## src/rtl/kms_pkg.sv

```systemverilog
// kms_pkg: shared constants, types and functions of the k-mer minimizer sketch core.
// No dependencies.
package kms_pkg;
  localparam int MAX_WINDOW    = 16;
  localparam int MAX_KMER      = 15;
  localparam int POSITION_BITS = 24;
  localparam int HASH_BITS     = 2 * MAX_KMER;
  localparam int SLOT_BITS     = (MAX_WINDOW > 1) ? $clog2(MAX_WINDOW) : 1;
  localparam int WIN_BITS      = $clog2(MAX_WINDOW + 1);
  localparam int SEQ_BITS      = 16;
  localparam logic [HASH_BITS:0] SENTINEL = '1;

  // configuration register indexes
  localparam int CFG_INDEX_BITS = 8;
  localparam logic [CFG_INDEX_BITS-1:0] REG_KMER_LENGTH = 8'd0;
  localparam logic [CFG_INDEX_BITS-1:0] REG_WINDOW_SIZE = 8'd1;

  typedef logic [HASH_BITS-1:0] hash_t;
  typedef logic [POSITION_BITS-1:0] pos_t;

  // one result transaction
  typedef struct packed {
    hash_t             hash;
    pos_t              pos;
    logic              strand;
    logic [SEQ_BITS-1:0] seq;
    logic              last;
  } result_t;

  // base letter to 2-bit code, A0 C1 G2 T3 from ASCII bits 2:1
  function automatic logic [1:0] base_code(input logic [7:0] b);
    logic [1:0] c;
    case (b[2:1])
      2'd0: c = 2'd0;
      2'd1: c = 2'd1;
      2'd2: c = 2'd3;
      2'd3: c = 2'd2;
      default: c = 2'd0;
    endcase
    return c;
  endfunction
endpackage

```

## src/rtl/kmer_minimizer_sketch_core.sv

```systemverilog
// kmer_minimizer_sketch_core: top level, sequencer, window ring and minimum scan.
// Depends on kms_pkg and kms_hash_unit.
//
//  channel  direction  handshake            payload
//  input    in         in_valid/in_stall    forward_base inverted_base sequence_start sequence_index
//  output   out        out_valid/out_stall  minimizer_hash kmer_position strand source_sequence last_of_run
//  config   in         cfg_valid/cfg_ready  cfg_index cfg_data
//
// An item that completes a k-mer is accepted, hashed for both strands (start, seven
// mix steps, done), written to the ring, then scanned for the minimum over up to w slots;
// with a full window, report steps over the w slots and a flush step follow. Other items
// only update the codes and count. With the shared hash unit and the single compare slot in the scan,
// no new item is accepted before the sequencer is idle again. Each report cycle waits while out_stall holds
// a pending result in the output register. Reset (rst, synchronous) clears all control state and registers to 15/10.
module kmer_minimizer_sketch_core (
  input  logic        clk,
  input  logic        rst,
  input  logic        in_valid,
  output logic        in_stall,
  input  logic [7:0]  forward_base,
  input  logic [7:0]  inverted_base,
  input  logic        sequence_start,
  input  logic [15:0] sequence_index,
  output logic        out_valid,
  input  logic        out_stall,
  output logic [29:0] minimizer_hash,
  output logic [23:0] kmer_position,
  output logic        strand,
  output logic [15:0] source_sequence,
  output logic        last_of_run,
  input  logic        cfg_valid,
  output logic        cfg_ready,
  input  logic [7:0]  cfg_index,
  input  logic [31:0] cfg_data
);
  localparam logic [2:0] S_IDLE = 3'd0, S_HF = 3'd1, S_HR = 3'd2, S_WR = 3'd3,
                         S_MIN = 3'd4, S_REP = 3'd5, S_LAST = 3'd6;
  localparam int SB = kms_pkg::SLOT_BITS;
  localparam int WB = kms_pkg::WIN_BITS;
  localparam int HB = kms_pkg::HASH_BITS;
  localparam kms_pkg::pos_t COUNT_MAX = '1;

  logic [2:0] state;
  logic [3:0] kmer_length;
  logic [4:0] window_size;
  kms_pkg::hash_t fcode, rcode, fhash;
  kms_pkg::pos_t  base_counter;
  logic [kms_pkg::MAX_WINDOW-1:0] reported;
  logic [HB:0] window_minimum;
  logic [SB-1:0] ring_slot;
  logic [15:0] cur_seq;
  logic [WB-1:0] scan_i, scan_n;
  logic [SB-1:0] scan_s;
  logic found;
  logic [SB-1:0] last_s;

  kms_pkg::hash_t fring [kms_pkg::MAX_WINDOW];
  kms_pkg::hash_t rring [kms_pkg::MAX_WINDOW];
  kms_pkg::pos_t  pring [kms_pkg::MAX_WINDOW];

  // effective k and w
  logic [3:0] k_eff;
  logic [WB-1:0] w_eff;
  kms_pkg::hash_t mask;
  always_comb begin
    k_eff = (kmer_length == 4'd0) ? 4'd1 : kmer_length;
    if (32'(k_eff) > kms_pkg::MAX_KMER) k_eff = 4'(kms_pkg::MAX_KMER);
    w_eff = (window_size == 5'd0) ? WB'(1) : WB'(window_size);
    if (32'(window_size) > kms_pkg::MAX_WINDOW) w_eff = WB'(kms_pkg::MAX_WINDOW);
    mask = HB'(({1'b0, {HB{1'b1}}} >> (HB - 2 * 32'(k_eff))));
  end

  // hash unit shared by both strands
  logic hstart, hdone;
  kms_pkg::hash_t hin, hout;
  assign hin = (state == S_HF) ? fcode : rcode;
  kms_hash_unit u_hash (.clk, .rst, .start(hstart), .din(hin), .mask, .done(hdone),
                        .dout(hout));

  // input decode
  logic accept;
  kms_pkg::hash_t fcode_in, rcode_in;
  kms_pkg::pos_t cnt_in;
  assign in_stall  = (state != S_IDLE) || cfg_valid;
  assign cfg_ready = (state == S_IDLE);
  assign accept    = in_valid && !in_stall;
  always_comb begin
    kms_pkg::hash_t f0, r0;
    kms_pkg::pos_t c0;
    f0 = sequence_start ? '0 : fcode;
    r0 = sequence_start ? '0 : rcode;
    c0 = sequence_start ? '0 : base_counter;
    fcode_in = HB'({f0, kms_pkg::base_code(forward_base)}) & mask;
    rcode_in = HB'({r0, kms_pkg::base_code(inverted_base)}) & mask;
    cnt_in   = c0;
  end

  // scan slot value and slot position
  logic [HB:0] slot_min;
  logic sym;
  assign sym = fring[scan_s] == rring[scan_s];
  assign slot_min = sym ? kms_pkg::SENTINEL :
                    {1'b0, (fring[scan_s] < rring[scan_s]) ? fring[scan_s] : rring[scan_s]};
  logic [SB:0] wrap_sum;
  assign wrap_sum = (SB+1)'(ring_slot) + (SB+1)'(scan_i);

  kms_pkg::pos_t kmers;
  assign kmers = base_counter - kms_pkg::pos_t'(k_eff) + 1'b1;

  logic hit;
  assign hit = !sym && !reported[scan_s] && (slot_min == window_minimum);

  always_ff @(posedge clk) begin
    if (rst) begin
      state <= S_IDLE;
      kmer_length <= 4'd15;
      window_size <= 5'd10;
      fcode <= '0; rcode <= '0; base_counter <= '0;
      reported <= '0; window_minimum <= kms_pkg::SENTINEL;
      ring_slot <= '0; cur_seq <= '0;
      out_valid <= 1'b0; hstart <= 1'b0; found <= 1'b0;
      scan_i <= '0; scan_n <= '0;
    end else begin
      hstart <= 1'b0;
      if (out_valid && !out_stall) out_valid <= 1'b0;
      case (state)
        S_IDLE: begin
          if (cfg_valid) begin
            if (cfg_index == kms_pkg::REG_KMER_LENGTH) kmer_length <= cfg_data[3:0];
            if (cfg_index == kms_pkg::REG_WINDOW_SIZE) window_size <= cfg_data[4:0];
            if (cfg_index <= kms_pkg::REG_WINDOW_SIZE) begin
              fcode <= '0; rcode <= '0; base_counter <= '0; reported <= '0;
              window_minimum <= kms_pkg::SENTINEL; ring_slot <= '0;
            end
          end else if (accept) begin
            cur_seq <= sequence_index;
            if (sequence_start) begin
              reported <= '0; window_minimum <= kms_pkg::SENTINEL; ring_slot <= '0;
              fcode <= '0; rcode <= '0; base_counter <= '0;
            end
            if (cnt_in != COUNT_MAX) begin
              fcode <= fcode_in; rcode <= rcode_in;
              base_counter <= cnt_in + 1'b1;
              if (cnt_in + 1'b1 >= kms_pkg::pos_t'(k_eff)) begin
                hstart <= 1'b1;
                state <= S_HF;
              end
            end
          end
        end
        S_HF: if (hdone) begin
          fhash <= hout;
          hstart <= 1'b1;
          state <= S_HR;
        end
        S_HR: if (hdone) state <= S_WR;
        S_WR: begin
          // store the new pair and advance the ring
          fring[ring_slot] <= fhash;
          rring[ring_slot] <= hout;
          pring[ring_slot] <= base_counter - kms_pkg::pos_t'(k_eff);
          reported[ring_slot] <= 1'b0;
          ring_slot <= (32'(ring_slot) + 1 >= 32'(w_eff)) ? '0 : ring_slot + 1'b1;
          scan_n <= (kmers < kms_pkg::pos_t'(w_eff)) ? WB'(kmers) : w_eff;
          scan_i <= '0;
          window_minimum <= kms_pkg::SENTINEL;
          state <= S_MIN;
        end
        S_MIN: begin
          if (slot_min < window_minimum) window_minimum <= slot_min;
          if (scan_i + 1'b1 == scan_n) begin
            scan_i <= '0;
            found <= 1'b0;
            state <= (kmers >= kms_pkg::pos_t'(w_eff)) ? S_REP : S_IDLE;
          end else scan_i <= scan_i + 1'b1;
        end
        S_REP: begin
          if (!out_valid || !out_stall) begin
            // a pending result is flushed once the next hit or the end is known
            if (hit) begin
              if (found) begin
                out_valid <= 1'b1;
                last_of_run <= 1'b0;
                kmer_position <= pring[last_s];
                strand <= rring[last_s] < fring[last_s];
                minimizer_hash <= window_minimum[HB-1:0];
                source_sequence <= cur_seq;
              end
              reported[scan_s] <= 1'b1;
              found <= 1'b1;
              last_s <= scan_s;
            end
            if (scan_i + 1'b1 == w_eff) begin
              state <= S_LAST;
            end else scan_i <= scan_i + 1'b1;
          end
        end
        S_LAST: begin
          if (!out_valid || !out_stall) begin
            if (found) begin
              out_valid <= 1'b1;
              last_of_run <= 1'b1;
              kmer_position <= pring[last_s];
              strand <= rring[last_s] < fring[last_s];
              minimizer_hash <= window_minimum[HB-1:0];
              source_sequence <= cur_seq;
            end
            found <= 1'b0;
            state <= S_IDLE;
          end
        end
        default: state <= S_IDLE;
      endcase
    end
  end

  always_comb begin
    scan_s = (wrap_sum >= (SB+1)'(w_eff)) ? SB'(wrap_sum - (SB+1)'(w_eff)) : SB'(wrap_sum);
    if (state == S_MIN) scan_s = SB'(scan_i);
  end

  a_no_in_busy: assert property (@(posedge clk) disable iff (rst)
    state != S_IDLE |-> in_stall) else $error("accept while busy");
  a_out_hold: assert property (@(posedge clk) disable iff (rst)
    out_valid && out_stall |=> out_valid) else $error("result dropped");
  a_rep_min: assert property (@(posedge clk) disable iff (rst)
    $rose(out_valid) |-> {1'b0, minimizer_hash} == window_minimum) else $error("bad min");
endmodule

```

## src/rtl/kms_hash_unit.sv

```systemverilog
// kms_hash_unit: iterative invertible integer hash, one mix step per cycle.
// Depends on kms_pkg.
module kms_hash_unit (
  input  logic           clk,
  input  logic           rst,
  input  logic           start,
  input  kms_pkg::hash_t din,
  input  kms_pkg::hash_t mask,
  output logic           done,
  output kms_pkg::hash_t dout
);
  logic [31:0] x;
  logic [31:0] m32;
  logic [31:0] step_val;
  logic [2:0]  step;
  logic        busy;

  assign m32 = 32'(mask);

  // one of the seven mix steps on the working word
  always_comb begin
    case (step)
      3'd0: step_val = (~x + (x << 21)) & m32;
      3'd1: step_val = x ^ (x >> 24);
      3'd2: step_val = (x + (x << 3) + (x << 8)) & m32;
      3'd3: step_val = x ^ (x >> 14);
      3'd4: step_val = (x + (x << 2) + (x << 4)) & m32;
      3'd5: step_val = x ^ (x >> 28);
      3'd6: step_val = (x + (x << 31)) & m32;
      default: step_val = x;
    endcase
  end

  always_ff @(posedge clk) begin
    if (rst) begin
      busy <= 1'b0;
      step <= '0;
      done <= 1'b0;
    end else begin
      done <= 1'b0;
      if (start) begin
        busy <= 1'b1;
        step <= '0;
      end else if (busy) begin
        step <= step + 3'd1;
        if (step == 3'd6) begin
          busy <= 1'b0;
          done <= 1'b1;
        end
      end
    end
  end

  always_ff @(posedge clk) begin
    if (start) x <= 32'(din);
    else if (busy) x <= step_val;
  end

  assign dout = x[kms_pkg::HASH_BITS-1:0];
endmodule
```

## config.mk

```make
export PLATFORM = sky130hd
export DESIGN_NAME = kmer_minimizer_sketch_core
export DESIGN_NICKNAME = d
export VERILOG_FILES = /design/src/rtl/kms_pkg.sv /design/src/rtl/kmer_minimizer_sketch_core.sv /design/src/rtl/kms_hash_unit.sv
export SDC_FILE = /design/constraint.sdc
export NUM_CORES = 2
export LEC_CHECK = 0
export BUFFER_PORTS_ARGS = -buffer_cell sky130_fd_sc_hd__buf_2
export CELL_PAD_IN_SITES_DETAIL_PLACEMENT = 1
export CELL_PAD_IN_SITES_GLOBAL_PLACEMENT = 2
export CORE_UTILIZATION = 40
export CTS_BUF_LIST = sky130_fd_sc_hd__clkbuf_8
export DETAILED_ROUTE_END_ITERATION = 8
export GPL_TIMING_DRIVEN = 0
export PLACE_DENSITY = 0.83
export SLEW_MARGIN = 0
export SYNTH_ARGS = -nofsm -noshare
export SYNTH_HDL_FRONTEND = slang
export SYNTH_SLANG_ARGS = --single-unit
export TNS_END_PERCENT = 50
```

## constraint.sdc

```tcl
create_clock -name clk -period 13.6 [get_ports clk]
set_input_delay 0.68 -clock clk [delete_from_list [all_inputs] [get_ports clk]]
set_output_delay 0.68 -clock clk [all_outputs]
set_load 0.02 [all_outputs]
```

==> impl_metrics.tcl <==
set metrics [dict create \
    cp_slowest_cell "clkbuf_1" \
    wl_per_cell_um 34.1 \
    leakagePower_nw 32.6 \
    hp-start "cfg_index[0]" \
    rr_endpoint "minimizer_hash[12]" \
    critPathMaxFanout 14 \
    dpl-instance-area_sq_um 88100 \
    r2r_start "scan_i[0]" \
    synth.distinct_cells 90 \
    hp-class "in -> reg" \
    synthTopCellsByArea "edfxtp_1 54%, mux4_2 11%, dfxtp_1 4.5%, nand2_1 4.0%, ha_1 3.0%" \
    final_common_cell "edfxtp_1" \
    setup_viol 0 \
    cts_tree "yes" \
    cts_buffer_depth 4 \
    status "finished with violations" \
    io_buffers 112 \
    relSlewSlack_pct -5.93 \
    numCtsBuffers 301 \
    hold_depth 4 \
    clock_skew_ps 107 \
    hold_viol_final 0 \
    cts-root-buf "clkbuf_8" \
    cts_max_level 5 \
    ys_ff_latch 1665 \
    timing.final.crit_share_pct 98.2 \
    fin_crit_ps 13360 \
    power_switching_share_pct 33.4 \
    design_area_sq_um 94100 \
    clock_power_share_pct 32.5 \
    final_cells 9632 \
    power_w 0.0136 \
    switchingPower_w 0.00455 \
    avgSynthCellArea_sq_um 13.3 \
    ys_seq_area_share_pct 58.6 \
    p_int_w 0.00906 \
    die_h_um 455 \
    powerDensity_nw_per_um2 145 \
    syn_area_sq_um 82100 \
    dieArea_sq_um 207000 \
    vias_per_cell 6.46 \
    max_freq_mhz 74.9 \
    gr-total-overflow 0 \
    rr_worst_depth 41 \
    dp.cells 9083 \
    vias 62200 \
    min_to "kmer_length[2]" \
    dp_hpwl_um 233000 \
    arrival_ps 14060 \
    grt_pass1_vias 63000 \
    async_flop_share_pct 0 \
    grt_pass1_wl_um 459000 \
    start_util_pct 40.4 \
    combinationalPowerShare_pct 23.6 \
    ant_nets 0 \
    num_io_pins 153 \
    grt_usage_pct 31.3 \
    antenna_found_initial 15 \
    slew_violations 45 \
    synth_cells 6196 \
    netlist.area_leader.share_pct 54.1 \
    first_iter_violations 8596 \
    ys.flop_type "edfxtp_1" \
    synth_nets 6526 \
    fin_nets 7080 \
    core_sq_um 203000 \
    layout_common_cells "1,480 x edfxtp_1, 881 x nand2_1, 497 x a21oi_1, 412 x mux4_2, 315 x clkbuf_8" \
    drt-total-wl_um 328000 \
    die_w_um 455 \
    violations "max-capacitance violations, max-slew violations" \
    drtPass1Iterations 6 \
    yosysWarnings 0 \
    synth-edff-count 1480 \
    worstMarginPinSlew_ps 1590 \
    slowest_delay_ps 1010 \
    grt_max_degree 31 \
    num_rows 165 \
    pwr-share-seq_pct 43.9 \
    setup.worst_path.end_class "register" \
    drive_above_1_share_pct 17.4 \
    ff2ff_setup_slack_ps 240 \
    startpoint_type "register" \
    place_congestion 0.952 \
    synth.largest_area_cell "edfxtp_1" \
    vdd_drop_max_v 0.000159 \
    path_clk_slew_ps 60 \
    drv_cap 7 \
    critPathRequiredTime_ps 14310 \
    numClockSinks 1665 \
    clkLatencyLatePin_ps 1100 \
    drc 0 \
    worst-setup-path-type "reg -> reg" \
    syn_to_final_growth_pct 14.6 \
]
-- worst max path at each step --
stage               slack, ps      start            endpoint  depth (start not counted)
CTS                        10  scan_i[0]   minimizer_hash[2]                         38
detailed placement      -2050  scan_i[0]    kmer_position[0]                         37
finish                    240  scan_i[0]  minimizer_hash[12]                         41
global placement        -7350  scan_i[0]   kmer_position[23]                         35
floorplan                2170  scan_i[0]    kmer_position[0]                         37
global route              -90  scan_i[0]  minimizer_hash[14]                         41
-- Yosys cell counts (all sizes together) (10+ instances only) --
master,n
a221oi,22
nor4,31
nand3,184
nand4,33
o311ai,22
o21ai,100
a21o,58
nor3b,14
nor2b,44
nor3,112
a22oi,108
a211o,10
a211oi,26
xnor2,88
o211ai,36
inv,170
nor2,308
mux2,28
a32o,66
or3,20
ha,200
clkbuf,288
nand2,881
a31oi,47
dfxtp,185
o31ai,14
a2111oi,10
and3,34
fa,52
mux2i,198
mux4,412
o21a,13
and2,15
buf,118
edfxtp,1480
o22ai,32
a32oi,68
xor2,50
a21oi,499
nand2b,35
-- state kept, by name, indices dropped and copies added, names as in the netlist, 5 cells and up, named ones only --
register,count
fhash,30
rring,480
rcode,30
base_counter,24
cur_seq,16
scan_i,5
minimizer_hash,30
fring,480
pring,384
reported,16
source_sequence,16
window_size,5
scan_n,5
u_hash.x,30
kmer_position,24
fcode,30
window_minimum,31
-- layout make-up --
cell class / instances / area [sq um]
plain buffers: 406 / 1680
inverters: 174 / 657
clock buffers: 315 / 4340
flip-flops and latches: 1665 / 48100
repair buffers: 251 / 2900
multi-input cells: 3951 / 32100
well taps: 2672 / 3340
diodes: 5 / 12.5
fillers: 20900 / 109000
clock inverters: 193 / 948
-- per-stage QoR --
step,setup TNS [ps],util [%],hold WS (ps),setup slack (ps)
2_1_floorplan,0,-,408,2170
3_3_place_gp,-864530,42.3,413,-7350
3_5_place_dp,-163990,43.4,416,-2050
4_1_cts,0,46.1,8.48,11.9
5_1_grt,-2050,46.3,81.1,-87.5
6_report,0,46.3,66.9,244
-- routing by layer --
layer / vias up / share of wire [%] / GRT usage (%)
met5: - / 0.010 / 0
met4: 6 / 6.8 / 18.2
li1: 25100 / - / -
met3: 1064 / 11 / 7.83
met2: 4186 / 45 / 48.7
met1: 31900 / 37 / 39.5
-- power groups by stage --
stage	clock network [W]	logic [W]	registers, W
2_1_floorplan	0	0.00184	0.00604
3_3_place_gp	0	0.00289	0.00612
3_5_place_dp	0	0.00305	0.00610
4_1_cts	0.00444	0.00308	0.00600
5_1_grt	0.00462	0.00337	0.00599
6_report	0.00442	0.00322	0.00598
-- cells by family (layout without fill, tap and decap cells) --
family,count (synthesis),after routing,share of synthesized area (%)
flops,1665,1665,58.6
mux,638,638,14.1
fa+ha+maj,252,252,4.32
other cells,0,5,0
xor+xnor,138,138,1.47
compound gates,1183,1183,9.45
buf+inv,580,1339,2.72
simple gates,1740,1740,9.30
-- worst max-delay path: cells and delay by family (launching register included) --
family	cells	cell delay, ps
AO/OA/AOI/OAI	11	2670
XOR/XNOR	1	330
adder cells (fa/ha/maj)	5	1620
buffers and inverters	12	4370
flip-flops	1	530
multiplexers	1	690
AND/OR/NAND/NOR	11	2680
-- repair_timing --
item | CTS | global route
hold endpoints to repair | 26 | 0
resized for setup | 41 | 70
pin swaps | 1 | 0
endpoints found under the setup margin | 128 | 122
cloned | 0 | 0
hold buffers | 22 | 0
buffers inserted | 2 | 0
Power figures use the tool's default switching activity.
